## src/hdl/slsdc_pkg.sv

```systemverilog
package slsdc_pkg;

	localparam int unsigned PART_W = 16;
	localparam int unsigned MAG_W = 15;
	localparam int unsigned POWER_W = 31;
	localparam int unsigned DUTY_W = 16;
	localparam int unsigned TIMER_W = 16;
	localparam int unsigned LANES = 3;

	localparam int unsigned CFG_INDEX_W = 2;
	localparam int unsigned CFG_DATA_W = 31;

	localparam logic [CFG_INDEX_W-1:0] CFG_SLEEP_THRESHOLD = 2'd0;
	localparam logic [CFG_INDEX_W-1:0] CFG_DANCE_THRESHOLD = 2'd1;
	localparam logic [CFG_INDEX_W-1:0] CFG_DANCE_HOLD = 2'd2;
	localparam logic [CFG_INDEX_W-1:0] CFG_SLEEP_TICKS = 2'd3;

	localparam logic OP_FRAME = 1'b0;
	localparam logic OP_TICK = 1'b1;

	localparam logic [POWER_W-1:0] SLEEP_THRESHOLD_RST = 31'd1000;
	localparam logic [POWER_W-1:0] DANCE_THRESHOLD_RST = 31'd100000;
	localparam logic [TIMER_W-1:0] DANCE_HOLD_RST = 16'd100;
	localparam logic [TIMER_W-1:0] SLEEP_TICKS_RST = 16'd3750;

	localparam logic [DUTY_W-1:0] DUTY_CLAMP = 16'hB000;
	localparam int unsigned POWER_SHIFT = 2;
	localparam int unsigned QUARTER_SHIFT = 2;

	typedef struct packed {
		logic op;
		logic signed [PART_W-1:0] bin1_real;
		logic signed [PART_W-1:0] bin1_imag;
		logic signed [PART_W-1:0] bin2_real;
		logic signed [PART_W-1:0] bin2_imag;
		logic signed [PART_W-1:0] bin3_real;
		logic signed [PART_W-1:0] bin3_imag;
	} item_word_t;

	typedef struct packed {
		logic asleep;
		logic dancing;
		logic duty_update;
		logic [DUTY_W-1:0] red_duty;
		logic [DUTY_W-1:0] green_duty;
		logic [DUTY_W-1:0] blue_duty;
	} result_word_t;

	typedef struct packed {
		logic [CFG_INDEX_W-1:0] index;
		logic [CFG_DATA_W-1:0] data;
	} cfg_word_t;

	typedef struct packed {
		logic over_sleep;
		logic over_dance;
		logic over_quarter;
		logic [DUTY_W-1:0] duty;
	} lane_report_t;

	typedef struct packed {
		logic valid;
		logic op;
	} stage_ctl_t;

endpackage

```

## src/hdl/slsdc_ifs.sv

```systemverilog
interface slsdc_item_if;
	logic valid;
	logic ready;
	slsdc_pkg::item_word_t data;
	modport source (output valid, output data, input ready);
	modport sink (input valid, input data, output ready);
endinterface

interface slsdc_result_if;
	logic valid;
	logic ready;
	slsdc_pkg::result_word_t data;
	modport source (output valid, output data, input ready);
	modport sink (input valid, input data, output ready);
endinterface

interface slsdc_cfg_if;
	logic valid;
	logic ready;
	slsdc_pkg::cfg_word_t data;
	modport source (output valid, output data, input ready);
	modport sink (input valid, input data, output ready);
endinterface

```

## src/hdl/sound_level_sleep_dance_control.sv

```systemverilog
// sound level sleep and dance control
// channels: item (sink) takes a frame word (op 0, three complex bins) or a
// tick word (op 1); result (source) gives exactly one word per item, in order;
// cfg (sink) writes registers 0..3: sleep_threshold, dance_threshold,
// dance_hold, sleep_ticks; cfg is always ready
// three bin lanes square and sum in parallel, a merge stage updates the
// hold timer, quiet count and sleep state and loads the output register
// path: an accepted item is registered in stage one, then the merge stage
// loads the output register, which raises result.valid
// throughput: one item per cycle; item.ready drops only while the output
// register holds a word and result.ready is low with stage one occupied
// reset: registers go to their default values, the block is awake, the hold
// timer and quiet count are zero and no word is pending
// a stalled receiver holds the result word steady; one more item can sit in
// stage one before item.ready falls
module sound_level_sleep_dance_control (
	input  logic clk,
	input  logic arst_n,
	slsdc_item_if.sink item,
	slsdc_result_if.source result,
	slsdc_cfg_if.sink cfg
);

	logic [slsdc_pkg::POWER_W-1:0] sleep_threshold_q;
	logic [slsdc_pkg::POWER_W-1:0] dance_threshold_q;
	logic [slsdc_pkg::TIMER_W-1:0] dance_hold_q;
	logic [slsdc_pkg::TIMER_W-1:0] sleep_ticks_q;

	logic advance;
	logic accept;
	slsdc_pkg::stage_ctl_t ctl_s1;
	slsdc_pkg::lane_report_t rep [slsdc_pkg::LANES];

	assign cfg.ready = 1'b1;
	assign item.ready = !ctl_s1.valid || advance;
	assign accept = item.valid && item.ready;

	always_ff @(posedge clk or negedge arst_n) begin
		if (!arst_n) begin
			sleep_threshold_q <= slsdc_pkg::SLEEP_THRESHOLD_RST;
			dance_threshold_q <= slsdc_pkg::DANCE_THRESHOLD_RST;
			dance_hold_q <= slsdc_pkg::DANCE_HOLD_RST;
			sleep_ticks_q <= slsdc_pkg::SLEEP_TICKS_RST;
		end else if (cfg.valid) begin
			unique case (cfg.data.index)
				slsdc_pkg::CFG_SLEEP_THRESHOLD: sleep_threshold_q <= cfg.data.data;
				slsdc_pkg::CFG_DANCE_THRESHOLD: dance_threshold_q <= cfg.data.data;
				slsdc_pkg::CFG_DANCE_HOLD:
					dance_hold_q <= cfg.data.data[slsdc_pkg::TIMER_W-1:0];
				slsdc_pkg::CFG_SLEEP_TICKS:
					sleep_ticks_q <= cfg.data.data[slsdc_pkg::TIMER_W-1:0];
				default: ;
			endcase
		end
	end

	always_ff @(posedge clk or negedge arst_n) begin
		if (!arst_n) begin
			ctl_s1.valid <= 1'b0;
			ctl_s1.op <= slsdc_pkg::OP_FRAME;
		end else begin
			if (item.ready)
				ctl_s1.valid <= item.valid;
			if (accept)
				ctl_s1.op <= item.data.op;
		end
	end

	slsdc_lane u_lane1 (
		.clk(clk),
		.en(accept),
		.re(item.data.bin1_real),
		.im(item.data.bin1_imag),
		.sleep_thr(sleep_threshold_q),
		.dance_thr(dance_threshold_q),
		.report(rep[0])
	);

	slsdc_lane u_lane2 (
		.clk(clk),
		.en(accept),
		.re(item.data.bin2_real),
		.im(item.data.bin2_imag),
		.sleep_thr(sleep_threshold_q),
		.dance_thr(dance_threshold_q),
		.report(rep[1])
	);

	slsdc_lane u_lane3 (
		.clk(clk),
		.en(accept),
		.re(item.data.bin3_real),
		.im(item.data.bin3_imag),
		.sleep_thr(sleep_threshold_q),
		.dance_thr(dance_threshold_q),
		.report(rep[2])
	);

	slsdc_ctrl u_ctrl (
		.clk(clk),
		.arst_n(arst_n),
		.ctl_s1(ctl_s1),
		.rep(rep),
		.dance_hold(dance_hold_q),
		.sleep_ticks(sleep_ticks_q),
		.advance(advance),
		.result(result)
	);

endmodule

```

## src/hdl/slsdc_lane.sv

```systemverilog
module slsdc_lane (
	input  logic clk,
	input  logic en,
	input  logic signed [slsdc_pkg::PART_W-1:0] re,
	input  logic signed [slsdc_pkg::PART_W-1:0] im,
	input  logic [slsdc_pkg::POWER_W-1:0] sleep_thr,
	input  logic [slsdc_pkg::POWER_W-1:0] dance_thr,
	output slsdc_pkg::lane_report_t report
);

	logic [slsdc_pkg::PART_W-1:0] neg_re;
	logic [slsdc_pkg::PART_W-1:0] neg_im;
	logic [slsdc_pkg::MAG_W-1:0] mag_re;
	logic [slsdc_pkg::MAG_W-1:0] mag_im;
	logic [slsdc_pkg::POWER_W-1:0] power_s1;
	logic [slsdc_pkg::POWER_W-1:0] quarter_thr;
	logic [slsdc_pkg::POWER_W-slsdc_pkg::POWER_SHIFT-1:0] scaled;

	// saturating absolute value, the most negative code gives the largest positive
	always_comb begin
		neg_re = slsdc_pkg::PART_W'(16'd0 - re);
		neg_im = slsdc_pkg::PART_W'(16'd0 - im);
		if (!re[slsdc_pkg::PART_W-1])
			mag_re = re[slsdc_pkg::MAG_W-1:0];
		else if (neg_re[slsdc_pkg::PART_W-1])
			mag_re = '1;
		else
			mag_re = neg_re[slsdc_pkg::MAG_W-1:0];
		if (!im[slsdc_pkg::PART_W-1])
			mag_im = im[slsdc_pkg::MAG_W-1:0];
		else if (neg_im[slsdc_pkg::PART_W-1])
			mag_im = '1;
		else
			mag_im = neg_im[slsdc_pkg::MAG_W-1:0];
	end

	always_ff @(posedge clk) begin
		if (en)
			power_s1 <= slsdc_pkg::POWER_W'(mag_re) * slsdc_pkg::POWER_W'(mag_re) +
				slsdc_pkg::POWER_W'(mag_im) * slsdc_pkg::POWER_W'(mag_im);
	end

	always_comb begin
		quarter_thr = dance_thr >> slsdc_pkg::QUARTER_SHIFT;
		scaled = power_s1[slsdc_pkg::POWER_W-1:slsdc_pkg::POWER_SHIFT];
		report.over_sleep = power_s1 > sleep_thr;
		report.over_dance = power_s1 > dance_thr;
		report.over_quarter = power_s1 > quarter_thr;
		if (scaled > (slsdc_pkg::POWER_W-slsdc_pkg::POWER_SHIFT)'(slsdc_pkg::DUTY_CLAMP))
			report.duty = ~slsdc_pkg::DUTY_CLAMP;
		else
			report.duty = ~scaled[slsdc_pkg::DUTY_W-1:0];
	end

endmodule

```

## src/hdl/slsdc_ctrl.sv

```systemverilog
module slsdc_ctrl (
	input  logic clk,
	input  logic arst_n,
	input  slsdc_pkg::stage_ctl_t ctl_s1,
	input  slsdc_pkg::lane_report_t rep [slsdc_pkg::LANES],
	input  logic [slsdc_pkg::TIMER_W-1:0] dance_hold,
	input  logic [slsdc_pkg::TIMER_W-1:0] sleep_ticks,
	output logic advance,
	slsdc_result_if.source result
);

	logic fire;
	logic v_s2;
	slsdc_pkg::result_word_t word_s2;
	slsdc_pkg::result_word_t word_n;

	logic [slsdc_pkg::TIMER_W-1:0] hold_timer_q;
	logic [slsdc_pkg::TIMER_W-1:0] hold_timer_n;
	logic [slsdc_pkg::TIMER_W-1:0] quiet_ticks_q;
	logic [slsdc_pkg::TIMER_W-1:0] quiet_ticks_n;
	logic loud_seen_q;
	logic loud_seen_n;
	logic sleeping_q;
	logic sleeping_n;

	logic any_loud;
	logic all_dance;
	logic any_quarter;

	assign advance = !v_s2 || result.ready;
	assign fire = ctl_s1.valid && advance;
	assign result.valid = v_s2;
	assign result.data = word_s2;

	always_comb begin
		any_loud = 1'b0;
		all_dance = 1'b1;
		any_quarter = 1'b0;
		for (int i = 0; i < slsdc_pkg::LANES; i++) begin
			any_loud = any_loud | rep[i].over_sleep;
			all_dance = all_dance & rep[i].over_dance;
			any_quarter = any_quarter | rep[i].over_quarter;
		end
	end

	always_comb begin
		hold_timer_n = hold_timer_q;
		quiet_ticks_n = quiet_ticks_q;
		loud_seen_n = loud_seen_q;
		sleeping_n = sleeping_q;
		word_n = '0;
		if (ctl_s1.op == slsdc_pkg::OP_FRAME) begin
			if (any_loud) begin
				loud_seen_n = 1'b1;
				sleeping_n = 1'b0;
			end
			if (!sleeping_n && (all_dance || hold_timer_q != '0)) begin
				if (any_quarter || hold_timer_q == '0)
					hold_timer_n = dance_hold;
				else
					hold_timer_n = hold_timer_q - 1'b1;
				word_n.dancing = 1'b1;
				word_n.duty_update = 1'b1;
				word_n.red_duty = rep[0].duty;
				word_n.green_duty = rep[1].duty;
				word_n.blue_duty = rep[2].duty;
			end
		end else begin
			if (!loud_seen_q) begin
				if (quiet_ticks_q != '1)
					quiet_ticks_n = quiet_ticks_q + 1'b1;
			end else begin
				quiet_ticks_n = '0;
				loud_seen_n = 1'b0;
			end
			if (quiet_ticks_n > sleep_ticks)
				sleeping_n = 1'b1;
		end
		word_n.asleep = sleeping_n;
	end

	always_ff @(posedge clk or negedge arst_n) begin
		if (!arst_n) begin
			hold_timer_q <= '0;
			quiet_ticks_q <= '0;
			loud_seen_q <= 1'b0;
			sleeping_q <= 1'b0;
			v_s2 <= 1'b0;
		end else begin
			if (fire) begin
				hold_timer_q <= hold_timer_n;
				quiet_ticks_q <= quiet_ticks_n;
				loud_seen_q <= loud_seen_n;
				sleeping_q <= sleeping_n;
				v_s2 <= 1'b1;
			end else if (result.ready) begin
				v_s2 <= 1'b0;
			end
		end
	end

	always_ff @(posedge clk) begin
		if (fire)
			word_s2 <= word_n;
	end

`ifndef SYNTHESIS
	a_dance_awake: assert property (@(posedge clk) disable iff (!arst_n)
		v_s2 && word_s2.dancing |-> !word_s2.asleep && word_s2.duty_update)
		else $error("dancing result while asleep");

	a_tick_clears: assert property (@(posedge clk) disable iff (!arst_n)
		fire && ctl_s1.op == slsdc_pkg::OP_TICK && loud_seen_q
		|=> quiet_ticks_q == '0 && !loud_seen_q)
		else $error("tick after loud frame did not clear quiet count");

	a_idle_frame_timer: assert property (@(posedge clk) disable iff (!arst_n)
		fire && ctl_s1.op == slsdc_pkg::OP_FRAME && !word_n.dancing
		|=> $stable(hold_timer_q))
		else $error("hold timer moved on a frame outside dance mode");

	a_tick_no_duty: assert property (@(posedge clk) disable iff (!arst_n)
		fire && ctl_s1.op == slsdc_pkg::OP_TICK |=> !word_s2.duty_update)
		else $error("tick produced a duty update");
`endif

endmodule
```

## src/flat_wrapper.sv

```systemverilog
// flat-port wrapper written by rule: the top's interface ports become plain ports
module sound_level_sleep_dance_control_flat 
  (clk, arst_n, item_valid, item_data, item_ready, result_valid, result_data, result_ready, cfg_valid, cfg_data, cfg_ready);
  slsdc_item_if item_i ();
  slsdc_result_if result_i ();
  slsdc_cfg_if cfg_i ();
  input  logic clk;
  input  logic arst_n;
  input wire logic [$bits(item_i.valid)-1:0] item_valid;
  input wire logic [$bits(item_i.data)-1:0] item_data;
  output wire logic [$bits(item_i.ready)-1:0] item_ready;
  output wire logic [$bits(result_i.valid)-1:0] result_valid;
  output wire logic [$bits(result_i.data)-1:0] result_data;
  input wire logic [$bits(result_i.ready)-1:0] result_ready;
  input wire logic [$bits(cfg_i.valid)-1:0] cfg_valid;
  input wire logic [$bits(cfg_i.data)-1:0] cfg_data;
  output wire logic [$bits(cfg_i.ready)-1:0] cfg_ready;
  assign item_i.valid = item_valid;
  assign item_i.data = item_data;
  assign item_ready = item_i.ready;
  assign result_valid = result_i.valid;
  assign result_data = result_i.data;
  assign result_i.ready = result_ready;
  assign cfg_i.valid = cfg_valid;
  assign cfg_i.data = cfg_data;
  assign cfg_ready = cfg_i.ready;
  sound_level_sleep_dance_control u_core (.clk(clk), .arst_n(arst_n), .item(item_i), .result(result_i), .cfg(cfg_i));
endmodule
```

## config.mk

```make
export PLATFORM = sky130hd
export DESIGN_NAME = sound_level_sleep_dance_control_flat
export DESIGN_NICKNAME = d
export VERILOG_FILES = /design/src/hdl/slsdc_pkg.sv /design/src/hdl/slsdc_ifs.sv /design/src/hdl/sound_level_sleep_dance_control.sv /design/src/hdl/slsdc_lane.sv /design/src/hdl/slsdc_ctrl.sv /design/src/flat_wrapper.sv
export SDC_FILE = /design/constraint.sdc
export NUM_CORES = 2
export LEC_CHECK = 0
export ABC_AREA = 1
export CAP_MARGIN = 15
export CORE_MARGIN = 2
export CORE_UTILIZATION = 55
export DETAILED_ROUTE_END_ITERATION = 8
export DONT_BUFFER_PORTS = 1
export GPL_TIMING_DRIVEN = 0
export PLACE_DENSITY = 0.7
export REMOVE_ABC_BUFFERS = 1
export SKIP_LAST_GASP = 1
export SLEW_MARGIN = 20
export SYNTH_ARGS = -nofsm -noshare
export SYNTH_HDL_FRONTEND = slang
export SYNTH_HIERARCHICAL = 1
export SYNTH_SLANG_ARGS = --single-unit
```

## constraint.sdc

```tcl
create_clock -name clk -period 7.2 [get_ports clk]
set_input_delay 0.36 -clock clk [delete_from_list [all_inputs] [get_ports clk]]
set_output_delay 0.36 -clock clk [all_outputs]
set_load 0.02 [all_outputs]
```

==> run_results.csv <==
group,metric,value,unit
status,outcome,"completed",
worst_setup_path,endpoint_kind,"register",
detailed_routing,ant_nets,0,
worst_setup_path,critPathKind,"input port to register",
clock_network,clock_latency,0.62,ns
floorplan,die_x,337,um
floorplan,fp.dieH,337,um
timing,finalCritPeriodShare,0.984,
worst_setup_path,cp_slowest_stage_delay,0.56,ns
global_routing,antenna_found_initial,9,
timing,skew,0.0321,ns
synth,yosys.area_share.xor_xnor,0.0214,
synth,synth_area,60900,um^2
timing,whs,0.0439,ns
synth,ys_warn_count,6,
detailed_routing,wl,162000,um
global_routing,grt_pass1_vias,49114,
synth,synthAdderAreaFrac,0.489,
clock_network,clockBufferDepth,3,
detailed_routing,first_iter_violations,3489,
worst_setup_path,cp_data_arrival_time,7.43,ns
synth,yosysUniqueCellTypes,68,
timing,tightest_slew,0.937,ns
synth,yosys.area.top_type,"fa_1",
worst_setup_path,start_kind,"input port",
synth,yosys.area.top_type_share,0.325,
global_routing,grt_overflow,0,
floorplan,die_area,113000,um^2
synth,synth_flop_cell,"edfxtp_1",
timing,finalCriticalPeriod,7.09,ns
finish,final_nets,9447,
clock_network,clkSinkCount,274,
global_routing,grt_pass1_wl,256000,um
detailed_routing,vias,48360,
global_routing,grt_max_degree,132,
placement,dp_hpwl,131000,um
synth,synth.avg_cell_area,8.28,um^2
synth,async_flop_share,0.478,
finish,syn2layout_area_growth,10.9,%
synth,synthTopCellsByArea,"fa_1 (33%), ha_1 (16%), inv_1 (13%)",
clock_network,htreeDepth,1,
global_routing,grtUsageTotal,0.286,
hold_path,hold_class,"input port to register",
synth,seq_area_frac_synth,0.125,
timing,hold_viol,0,
detailed_routing,first_pass_iters,8,
worst_setup_path,slowest_stage,"fa_1",
synth,synth_edf_count,143,
synth,synth.area.mux_share,0,
finish,layout_commonest_cell,"inv_1",
timing,relSlewSlack,0.373,
timing,drv_slew,0,
timing,finalSetupViolations,0,
finish,final_layout_size_suffix_gt1_frac,0.110,
placement,port_buffers,0,
worst_setup_path,crit_top_cell,"fa_1",
worst_setup_path,r2r_cells,17,
finish,mostFrequentLayoutCells,"inv_1 (1984), nand2_1 (1215), fa_1 (980), ha_1 (766), nor2_1 (479)",
clock_network,numCtsBuffers,30,
hold_path,min_path_cells,3,
detailed_routing,route.detailed.wl_per_inst,18.0,um
synth,ys_ff_latch,274,
clock_network,cts_tree,"done",
floorplan,fp-row-count,122,
flow_run,drv_cap,0,
worst_setup_path,crit_required,7.54,ns
detailed_routing,drcViolationCount,0,
timing,rsz0062_at_grt,"true",
worst_setup_path,cp_max_fo,7,
clock_network,ctsRootBufferMaster,"clkbuf_16",
floorplan,core,110000,um^2
synth,yosys.area_share.simple,0.171,
detailed_routing,via_per_inst,5.35,
floorplan,start_util,0.552,
timing,fmaxAchievable,141,MHz
placement,gp_congestion,0.957,
clock_network,clkTransAtPathRegs,0.07,ns
floorplan,ios,189,
synth,synth-compound-area-share,0.0512,
synth,synth_top_family_by_area,"adder cells",
finish,fillers,9598,
synth,synthCells,7347,
routing by layer:
| layer | track usage | wire length [um] |
|---|---|---|
| met5 | 0 | 91 |
| met3 | 0.0507 | 13100 |
| met2 | 0.472 | 76400 |
| met1 | 0.390 | 67800 |
| met4 | 0.0740 | 4920 |
registers in the layout, summed over array words and instances (netlist names):
signal,cells
u_core/dance_hold_q,16
u_core/u_ctrl/loud_seen_q,1
u_core/u_lane3/power_s1,31
u_core/u_ctrl/quiet_ticks_q,16
u_core/u_ctrl/hold_timer_q,16
u_core/sleep_ticks_q,16
u_core/ctl_s1,2
u_core/sleep_threshold_q,31
u_core/u_ctrl/result.valid,1
u_core/u_lane1/power_s1,31
u_core/dance_threshold_q,31
u_core/u_ctrl/result.data,50
u_core/u_lane2/power_s1,31
u_core/u_ctrl/sleeping_q,1
synth_stat cells, types with 22 or more instances:
cell type / n
inv_1: 2030
nand2_1: 1261
fa_1: 988
ha_1: 799
nor2_1: 543
a21oi_1: 254
nand3_1: 185
o21ai_0: 162
edfxtp_1: 143
nand4_1: 122
dfrtp_1: 109
xor2_1: 101
inv_2: 60
buf_2: 59
xnor2_1: 48
nor2_2: 35
nor3_1: 35
a21o_1: 26
buf_4: 26
nor4_1: 26
o21ai_1: 26
nand3_2: 25
nand2_2: 24
dfstp_2: 22
timing repair:
item	in CTS	in global routing
gates cloned	1	5
hold endpoints to repair	227	0
setup endpoints to repair	58	60
hold buffers	44	0
resized for setup	156	363
pin swaps	26	155
buffers inserted	65	144
layout make-up:
cell class / instances / area [um^2] / area share
Tap cell: 1488 / 1860 / 0.0276
Timing Repair Buffer: 257 / 2370 / 0.0351
Timing Repair inverter: 3 / 21.3 / 0.000315
Sequential cell: 274 / 7600 / 0.113
Clock buffer: 35 / 842 / 0.0125
Clock inverter: 21 / 225 / 0.00334
Antenna cell: 3 / 7.51 / 0.000111
Inverter: 2104 / 8120 / 0.120
Multi-Input combinational cell: 4855 / 46500 / 0.688
final timing paths:
| check | start | to | slack, ns |
|---|---|---|---|
| max reg2reg | u_core/sleep_threshold_q[28]$_DFFE_PN0P_ | u_core/u_ctrl/hold_timer_q[6]$_DFFE_PN0P_ | 2.89 |
| max | item_data[82] | u_core/u_lane1/power_s1[20]$_DFFE_PP_ | 0.11 |
| max in group asynchronous | arst_n | u_core/dance_threshold_q[29]$_DFFE_PN0P_ | 6.27 |
| min reg2reg | u_core/dance_hold_q[6]$_DFFE_PN1P_ | u_core/dance_hold_q[6]$_DFFE_PN1P_ | 0.47 |
| min in group asynchronous | arst_n | u_core/u_ctrl/quiet_ticks_q[13]$_DFFE_PN0P_ | 0.37 |
| min | cfg_data[31] | u_core/dance_hold_q[2]$_DFFE_PN1P_ | 0.04 |
through the flow:
stage               setup TNS, ns  std cells  setup WS [ns]  utilization  cell area (um^2)
global route                -1.19       9038        -0.0984        0.612             67500
floorplan                   -1.76       7230         -0.153            -             60100
finish                          0       9040          0.113        0.612             67500
global placement           -71.78       8718          -1.67        0.563             62000
CTS                       -0.0120       8889        -0.0120        0.588             64800
detailed placement         -67.65       8723          -1.47        0.564             62100
kinds of logic after synthesis:
kind of cell / after synthesis
other: 1
AND/OR/NAND/NOR: 2356
XOR/XNOR: 149
flip-flops: 274
buffers and inverters: 2221
AO/OA/AOI/OAI: 559
adder cells (fa/ha/maj): 1787
critical path: cells and delay by family:
| family | cells | cell delay (ns) |
|---|---|---|
| adders and majority gates | 9 | 4.29 |
| xor gates and xnor gates | 1 | 0.14 |
| buffers and inverters | 11 | 1.18 |
| AOI/OAI and AO/OA | 3 | 0.52 |
| and+or+nand+nor | 8 | 0.92 |
Power is not shown: default switching activity piles up to over one toggle a cycle in this logic, so the estimate is an artifact.
